## src/hw/rtl/dtse_pkg.sv

```systemverilog
// dtse_pkg: word types, button and mode codes, cursor positions and field limits
// for the date/time set editor. No dependencies.
package dtse_pkg;

  typedef enum logic [2:0] {
    BTN_NONE  = 3'd0,
    BTN_UP    = 3'd1,
    BTN_RIGHT = 3'd2,
    BTN_DOWN  = 3'd3,
    BTN_LEFT  = 3'd4,
    BTN_SAVE  = 3'd5
  } button_e;

  typedef enum logic {
    MODE_LOAD   = 1'b0,
    MODE_BUTTON = 1'b1
  } mode_e;

  localparam logic [2:0] CUR_DAY    = 3'd0;
  localparam logic [2:0] CUR_MONTH  = 3'd1;
  localparam logic [2:0] CUR_YEAR   = 3'd2;
  localparam logic [2:0] CUR_HOUR   = 3'd3;
  localparam logic [2:0] CUR_MINUTE = 3'd4;
  localparam logic [2:0] CUR_SECOND = 3'd5;
  localparam logic [2:0] CUR_SAVED  = 3'd6;

  localparam logic [13:0] YEAR_MAX   = 14'd9999;
  localparam logic [4:0]  HOUR_MAX   = 5'd23;
  localparam logic [5:0]  MINSEC_MAX = 6'd59;
  localparam logic [3:0]  MONTH_MAX  = 4'd12;

  typedef struct packed {
    logic        mode;
    logic [2:0]  button;
    logic [4:0]  load_day;
    logic [3:0]  load_month;
    logic [13:0] load_year;
    logic [4:0]  load_hour;
    logic [5:0]  load_minute;
    logic [5:0]  load_second;
  } in_word_t;

  typedef struct packed {
    logic [4:0]  shown_day;
    logic [3:0]  shown_month;
    logic [13:0] shown_year;
    logic [4:0]  shown_hour;
    logic [5:0]  shown_minute;
    logic [5:0]  shown_second;
    logic [2:0]  cursor;
    logic        commit;
  } out_word_t;

  typedef struct packed {
    logic [4:0]  day;
    logic [3:0]  month;
    logic [13:0] year;
    logic [4:0]  hour;
    logic [5:0]  minute;
    logic [5:0]  second;
    logic [2:0]  cursor;
  } held_t;

  localparam held_t HELD_RESET = '{
    day:    5'd1,
    month:  4'd1,
    year:   14'd0,
    hour:   5'd0,
    minute: 6'd0,
    second: 6'd0,
    cursor: CUR_DAY
  };

endpackage

```

## src/hw/rtl/dtse_edit.sv

```systemverilog
// dtse_edit: next editor state and commit flag for one input word.
// Pure combinational. Depends on dtse_pkg.
module dtse_edit (
  input  dtse_pkg::held_t    held_i,
  input  dtse_pkg::in_word_t word_i,
  output dtse_pkg::held_t    held_o,
  output logic               commit_o
);

  function automatic logic [4:0] month_len(input logic [3:0] m);
    logic [4:0] len;
    if (m == 4'd4 || m == 4'd6 || m == 4'd9 || m == 4'd11) begin
      len = 5'd30;
    end else if (m == 4'd2) begin
      len = 5'd29;
    end else begin
      len = 5'd31;
    end
    return len;
  endfunction

  function automatic logic [4:0] clamp_day(input logic [4:0] d, input logic [3:0] m);
    logic [4:0] len;
    len = month_len(m);
    return (d > len) ? len : d;
  endfunction

  logic [13:0] yr_inc, yr_dec, yr_mu, yr_md;
  logic [3:0]  mon_up, mon_dn;
  logic [4:0]  hr_inc, hr_dec;
  logic [5:0]  mi_inc, mi_dec, se_inc, se_dec;
  logic [4:0]  hr_mi_up, hr_mi_dn;
  logic        mi_wrap_up, mi_wrap_dn, se_wrap_up, se_wrap_dn;
  logic [3:0]  ld_month;
  logic [4:0]  ld_day;

  assign yr_inc = (held_i.year < dtse_pkg::YEAR_MAX) ? held_i.year + 14'd1 : held_i.year;
  assign yr_dec = (held_i.year > 14'd0) ? held_i.year - 14'd1 : held_i.year;
  assign mon_up = (held_i.month >= dtse_pkg::MONTH_MAX) ? 4'd1 : held_i.month + 4'd1;
  assign yr_mu  = (held_i.month >= dtse_pkg::MONTH_MAX) ? yr_inc : held_i.year;
  assign mon_dn = (held_i.month <= 4'd1) ? dtse_pkg::MONTH_MAX : held_i.month - 4'd1;
  assign yr_md  = (held_i.month <= 4'd1) ? yr_dec : held_i.year;

  assign hr_inc = (held_i.hour >= dtse_pkg::HOUR_MAX) ? 5'd0 : held_i.hour + 5'd1;
  assign hr_dec = (held_i.hour == 5'd0) ? dtse_pkg::HOUR_MAX : held_i.hour - 5'd1;

  assign mi_wrap_up = (held_i.minute >= dtse_pkg::MINSEC_MAX);
  assign mi_wrap_dn = (held_i.minute == 6'd0);
  assign mi_inc     = mi_wrap_up ? 6'd0 : held_i.minute + 6'd1;
  assign mi_dec     = mi_wrap_dn ? dtse_pkg::MINSEC_MAX : held_i.minute - 6'd1;
  assign hr_mi_up   = mi_wrap_up ? hr_inc : held_i.hour;
  assign hr_mi_dn   = mi_wrap_dn ? hr_dec : held_i.hour;

  assign se_wrap_up = (held_i.second >= dtse_pkg::MINSEC_MAX);
  assign se_wrap_dn = (held_i.second == 6'd0);
  assign se_inc     = se_wrap_up ? 6'd0 : held_i.second + 6'd1;
  assign se_dec     = se_wrap_dn ? dtse_pkg::MINSEC_MAX : held_i.second - 6'd1;

  // load path saturation
  assign ld_month = (word_i.load_month < 4'd1) ? 4'd1 :
                    (word_i.load_month > dtse_pkg::MONTH_MAX) ? dtse_pkg::MONTH_MAX :
                    word_i.load_month;
  assign ld_day   = clamp_day((word_i.load_day < 5'd1) ? 5'd1 : word_i.load_day, ld_month);

  always_comb begin
    logic up;
    held_o   = held_i;
    commit_o = 1'b0;
    up       = (word_i.button == dtse_pkg::BTN_UP);
    if (word_i.mode == dtse_pkg::MODE_LOAD) begin
      held_o.month  = ld_month;
      held_o.day    = ld_day;
      held_o.year   = (word_i.load_year > dtse_pkg::YEAR_MAX) ? dtse_pkg::YEAR_MAX
                                                              : word_i.load_year;
      held_o.hour   = (word_i.load_hour > dtse_pkg::HOUR_MAX) ? dtse_pkg::HOUR_MAX
                                                              : word_i.load_hour;
      held_o.minute = (word_i.load_minute > dtse_pkg::MINSEC_MAX) ? dtse_pkg::MINSEC_MAX
                                                                  : word_i.load_minute;
      held_o.second = (word_i.load_second > dtse_pkg::MINSEC_MAX) ? dtse_pkg::MINSEC_MAX
                                                                  : word_i.load_second;
      held_o.cursor = dtse_pkg::CUR_DAY;
    end else begin
      unique case (word_i.button)
        dtse_pkg::BTN_UP, dtse_pkg::BTN_DOWN: begin
          unique case (held_i.cursor)
            dtse_pkg::CUR_DAY: begin
              if (up) begin
                if (held_i.day >= month_len(held_i.month)) begin
                  held_o.day   = 5'd1;
                  held_o.month = mon_up;
                  held_o.year  = yr_mu;
                end else begin
                  held_o.day = held_i.day + 5'd1;
                end
              end else begin
                if (held_i.day <= 5'd1) begin
                  held_o.month = mon_dn;
                  held_o.year  = yr_md;
                  held_o.day   = month_len(mon_dn);
                end else begin
                  held_o.day = held_i.day - 5'd1;
                end
              end
            end
            dtse_pkg::CUR_MONTH: begin
              if (up) begin
                held_o.month = mon_up;
                held_o.year  = yr_mu;
                held_o.day   = clamp_day(held_i.day, mon_up);
              end else begin
                held_o.month = mon_dn;
                held_o.year  = yr_md;
                held_o.day   = clamp_day(held_i.day, mon_dn);
              end
            end
            dtse_pkg::CUR_YEAR: begin
              held_o.year = up ? yr_inc : yr_dec;
            end
            dtse_pkg::CUR_HOUR: begin
              held_o.hour = up ? hr_inc : hr_dec;
            end
            dtse_pkg::CUR_MINUTE: begin
              held_o.minute = up ? mi_inc : mi_dec;
              held_o.hour   = up ? hr_mi_up : hr_mi_dn;
            end
            dtse_pkg::CUR_SECOND: begin
              held_o.second = up ? se_inc : se_dec;
              if (up && se_wrap_up) begin
                held_o.minute = mi_inc;
                held_o.hour   = hr_mi_up;
              end else if (!up && se_wrap_dn) begin
                held_o.minute = mi_dec;
                held_o.hour   = hr_mi_dn;
              end
            end
            default: ;  // saved: no change
          endcase
        end
        dtse_pkg::BTN_RIGHT: begin
          if (held_i.cursor >= dtse_pkg::CUR_SAVED) begin
            held_o.cursor = dtse_pkg::CUR_SAVED;
          end else if (held_i.cursor == dtse_pkg::CUR_SECOND) begin
            held_o.cursor = dtse_pkg::CUR_DAY;
          end else begin
            held_o.cursor = held_i.cursor + 3'd1;
          end
        end
        dtse_pkg::BTN_LEFT: begin
          if (held_i.cursor == dtse_pkg::CUR_DAY || held_i.cursor > dtse_pkg::CUR_SECOND) begin
            held_o.cursor = dtse_pkg::CUR_SECOND;
          end else begin
            held_o.cursor = held_i.cursor - 3'd1;
          end
        end
        dtse_pkg::BTN_SAVE: begin
          held_o.cursor = dtse_pkg::CUR_SAVED;
          commit_o      = 1'b1;
        end
        default: ;  // none or unused codes
      endcase
    end
  end

endmodule

```

## src/hw/rtl/date_time_set_editor.sv

```systemverilog
// date_time_set_editor: input register, edit logic, held state and result register.
// Depends on dtse_pkg and dtse_edit.
//
//   channel | valid       | stall       | word
//   --------+-------------+-------------+------------
//   input   | in_valid_i  | in_stall_o  | in_word_i
//   result  | out_valid_o | out_stall_i | out_word_o
//
// One word per cycle unless the result stalls; a taken word sits in the input register, then the result register.
// The held date, time and cursor update in the cycle a word moves into the result register.
// Reset puts the editor at 01/01/0000 00:00:00, cursor on day, both stages empty.
// A stalled result holds; the input stage keeps taking words until it too is full.
module date_time_set_editor (
  input  logic                clk_i,
  input  logic                rst_ni,
  input  logic                in_valid_i,
  output logic                in_stall_o,
  input  dtse_pkg::in_word_t  in_word_i,
  output logic                out_valid_o,
  input  logic                out_stall_i,
  output dtse_pkg::out_word_t out_word_o
);

  logic                in_valid_q, in_valid_d;
  dtse_pkg::in_word_t  in_word_q;
  logic                out_valid_q, out_valid_d;
  dtse_pkg::out_word_t out_word_q;
  dtse_pkg::held_t     held_q, held_d;
  dtse_pkg::held_t     held_next;
  logic                commit;
  logic                advance, in_take;

  dtse_edit u_edit (
    .held_i   (held_q),
    .word_i   (in_word_q),
    .held_o   (held_next),
    .commit_o (commit)
  );

  assign advance    = in_valid_q && (!out_valid_q || !out_stall_i);
  assign in_stall_o = in_valid_q && !advance;
  assign in_take    = in_valid_i && !in_stall_o;

  always_comb begin
    in_valid_d  = in_take ? 1'b1 : (advance ? 1'b0 : in_valid_q);
    out_valid_d = advance ? 1'b1 : (out_stall_i ? out_valid_q : 1'b0);
    held_d      = advance ? held_next : held_q;
  end

  always_ff @(posedge clk_i or negedge rst_ni) begin
    if (!rst_ni) begin
      in_valid_q  <= 1'b0;
      out_valid_q <= 1'b0;
      held_q      <= dtse_pkg::HELD_RESET;
    end else begin
      in_valid_q  <= in_valid_d;
      out_valid_q <= out_valid_d;
      held_q      <= held_d;
    end
  end

  always_ff @(posedge clk_i) begin
    if (in_take) begin
      in_word_q <= in_word_i;
    end
    if (advance) begin
      out_word_q.shown_day    <= held_next.day;
      out_word_q.shown_month  <= held_next.month;
      out_word_q.shown_year   <= held_next.year;
      out_word_q.shown_hour   <= held_next.hour;
      out_word_q.shown_minute <= held_next.minute;
      out_word_q.shown_second <= held_next.second;
      out_word_q.cursor       <= held_next.cursor;
      out_word_q.commit       <= commit;
    end
  end

  assign out_valid_o = out_valid_q;
  assign out_word_o  = out_word_q;

endmodule

```

## config.mk

```make
export PLATFORM = sky130hd
export DESIGN_NAME = date_time_set_editor
export DESIGN_NICKNAME = d
export VERILOG_FILES = /design/src/hw/rtl/dtse_pkg.sv /design/src/hw/rtl/dtse_edit.sv /design/src/hw/rtl/date_time_set_editor.sv
export SDC_FILE = /design/constraint.sdc
export NUM_CORES = 1
export LEC_CHECK = 0
export BUFFER_PORTS_ARGS = -buffer_cell sky130_fd_sc_hd__buf_2
export CORE_MARGIN = 10
export CORE_UTILIZATION = 25
export DETAILED_ROUTE_END_ITERATION = 6
export SLEW_MARGIN = 15
export SYNTH_ARGS = -nofsm -noshare
export SYNTH_HDL_FRONTEND = slang
export SYNTH_SLANG_ARGS = --single-unit
```

## constraint.sdc

```tcl
create_clock -name clk_i -period 3.6 [get_ports clk_i]
set_clock_uncertainty 0.05 [all_clocks]
set_input_delay 0.18 -clock clk_i [delete_from_list [all_inputs] [get_ports clk_i]]
set_output_delay 0.18 -clock clk_i [all_outputs]
set_load 0.1 [all_outputs]
```

==> impl_results.md <==
- Run status: completed
- Peak supply drop: 0.324 mV
- Routed vias/inst: approximately 5.4
- Largest family of logic cells by synthesized area: compound AO/OA/AOI/OAI gates
- TritonCTS clock tree: yes
- CP max FO: 6
- Die W: 213 microns
- DRT antenna net count: 0
- Slew @ Worst Pin: 0.964 ns
- GP Congestion: 0.923
- Overflow after GRT: 0
- Worst EP arrival: about 3.7 ns
- Post-Route Setup TNS: 0 ns
- Final Max Tran Viols: 0
- Hold slack final: approximately 0.25 ns
- Mux contribution to synthesized area: 3.53%
- Row count: 70
- Number of enable flip-flop cells after synthesis: 88
- Cell mode on critical path: ha_1
- Initial core utilization: 25.3%
- Worst-path cell chain: buf_4 -> ha_1 -> nor2_1 -> o22a_1 -> ha_1 -> nand2b_1 -> a21o_1 -> a21oi_1 -> nor3_1 -> a41oi_1 -> o211a_1 -> mux2_2
- Top_reg_cell synth: edfxtp_1
- Drt drc: 0
- Clk sink count: ~130
- Period utilisation layout: 95.8%
- Pre-antenna DRT Iters: 5
- Number of max-cap violations: 0
- Synth unique cells: a little under 90
- Syn Area/Cell: 9.00 sq um
- I/O Buffers: 93
- CP max-delay cell: nor3_1
- Die ar.: 45200 sq um
- Power per cell area: 617 nW/um^2
- Netlist Area Pre-Place: between 9000 and 10000 sq um
- Relative slew slack: 35.2%
- Cell count after synthesis: 1031
- # IOs: 94
- Final hold violation count: 0
- Layout area overhead: 24.6%
- Core area: about 37000 sq um
- Root Buffer: clkbuf_16
- Initial antenna violation count: 0
- Compound-gate portion of the synthesized area: between 20% and 30%
- Simple-gate share of the synthesized area: roughly a fifth
- Largest stage delay, worst path: 0.80 ns
- Post-synthesis adder-cell area fraction: under 10%
- Hold Crit Class: input port to async pin
- Leakage power: 0.00429 uW
- Starting DRT DRC Count: 763
- Seq cells post-synth: 133
- Clk buf depth: 2
- Sequential-to-total area share from yosys stat: between 40% and 50%
- Clock Latency Late Sink: 0.45 ns
- Share of layout cells above drive strength 1: a little under a fifth
- Vias in the first global route: around 9000
- Global-route wire length before repair: 51000 microns
- Vias post-DR: 8876
- Fmax: about 290 MHz
- Dpl hpwl: 23200 microns
- Largest net degree at the start of global routing: 53
- Post-Route WL: 32300 microns
- Most frequent cells in the layout: 93 x buf_2, 88 x edfxtp_1, 83 x nand2_1
- RSZ-0062 raised after global routing: false
- Post-DR wirelength/cell: around 20 microns
- Post-synth ARST share: between 30% and 40%
- Final count of negative-setup-slack endpoints: 0
- Commonest non-fill, non-tap cell in the layout: buf_2
- Final Net Count: 1235
- YS warnings: 0
- WS Path Type: register to register
- Die height: between 200 and 250 microns
- Gr usage total: 14.4%
- Synthesized Nets: roughly 1100
- Clock transition at path regs: roughly 0.070 ns
- Kind of end point of the critical path: register
- Post-synthesis xor/xnor area fraction: 1.70%
- # diodes: 0
- Tmin final: 3.45 ns
- Crit path launch type: register
- TritonCTS Buffers: 17
- H-tree Lvls: 4
- Critical Path RT: slightly below 4 ns
[synthesized netlist by cell type, types with 18 or more instances]
| library cell | instances | share of area (%) |
|---|---|---|
| a21oi_1 | 73 | 3.9 |
| a31oi_1 | 27 | 1.8 |
| clkbuf_1 | 60 | 2.4 |
| dfrtp_1 | 43 | 12 |
| edfxtp_1 | 88 | 28 |
| ha_1 | 28 | 3.8 |
| inv_1 | 28 | 1.1 |
| mux2_2 | 22 | 2.7 |
| nand2_1 | 83 | 3.4 |
| nand2b_1 | 18 | 1.2 |
| nand3_1 | 32 | 1.7 |
| nor2_1 | 77 | 3.1 |
| nor3_1 | 45 | 2.4 |
| o21ai_0 | 82 | 4.4 |
[registers in the layout, summed over array words and instances (netlist names)]
register / cells
in_word_q: 44
out_word_o: 44
held_q: 43
in_valid_q: 1
out_valid_o: 1
[worst max-delay path, delay by kind of cell (launching register included)]
family / cells / cell delay, ns
buffers and inverters: 1 / 0.12
AND/OR/NAND/NOR: 3 / 0.98
adder cells (fa/ha/maj): 2 / 0.45
flip-flops: 1 / 0.59
AO/OA/AOI/OAI: 5 / 0.87
multiplexers: 1 / 0.26
[routing by layer]
layer / global-route usage, % / vias to the layer above / part of all wire (%)
met5: 0 / - / 0
met4: 5.74 / 0 / 2.5
met3: 2.86 / 47 / 5.6
met2: 24.1 / 286 / 49
met1: 17.8 / 4342 / 43
li1: - / 4201 / -
[path summary, 6_finish.rpt]
| check | slack [ns] | end | cells past startpoint | from |
|---|---|---|---|---|
| setup / recovery | 0.15 | held_q[22] | 12 | held_q[34] |
| hold / removal | 0.25 | held_q[35] | 2 | rst_ni |
| setup reg to reg | 0.15 | held_q[22] | 12 | held_q[34] |
| hold reg to reg | 0.46 | out_valid_o | 1 | in_valid_q |
| max in group asynchronous | 2.43 | held_q[28] | 3 | rst_ni |
| min in group clk_i | 0.39 | in_word_q[42] | 2 | in_word_i[42] |
[area by class of cell]
class                   count  area, sq um
fillers                  3798        25100
multi-input cells         787         5060
flip-flops and latches    133         3770
repair buffers            191         1330
well taps                 468          586
clock buffers              19          443
clock inverters            13          253
inverters                  29          110
[cells by family after synthesis]
kind of cell,after synthesis
and+or+nand+nor,360
AOI/OAI and AO/OA,352
DFF,133
buffers and inverters,111
muxes,29
adders and majority gates,28
xor gates and xnor gates,18
[where the power goes]
group	leakage [uW]	switching (uW)	total [uW]	internal, uW
Sequential	0.00136	390	2290	1900
Combinational	0.00260	1770	2730	957
Clock	0.000335	735	2120	1390
Total	0.00429	2890	7140	4240
[per-stage QoR]
step           total power [uW]  instances  setup slack, ns  instance area (sq um)  util, %
4_1_cts                    7180       1639           0.0439                  11500     31.5
2_1_floorplan              4200       1031            0.141                   9280        -
6_report                   7140       1640            0.150                  11600     31.6
3_3_place_gp               4940       1559            0.160                  10400     28.3
3_5_place_dp               4960       1559           0.0758                  10400     28.3
5_1_grt                    7560       1640         0.000267                  11600     31.6
[timing repair]
action,CTS,global route
buffers inserted,0,1
hold buffers,48,0
endpoints found under the setup margin,0,10
hold endpoints to repair,65,0
resized for setup,0,2
No activity file was read; power rests on OpenSTA's default activity.
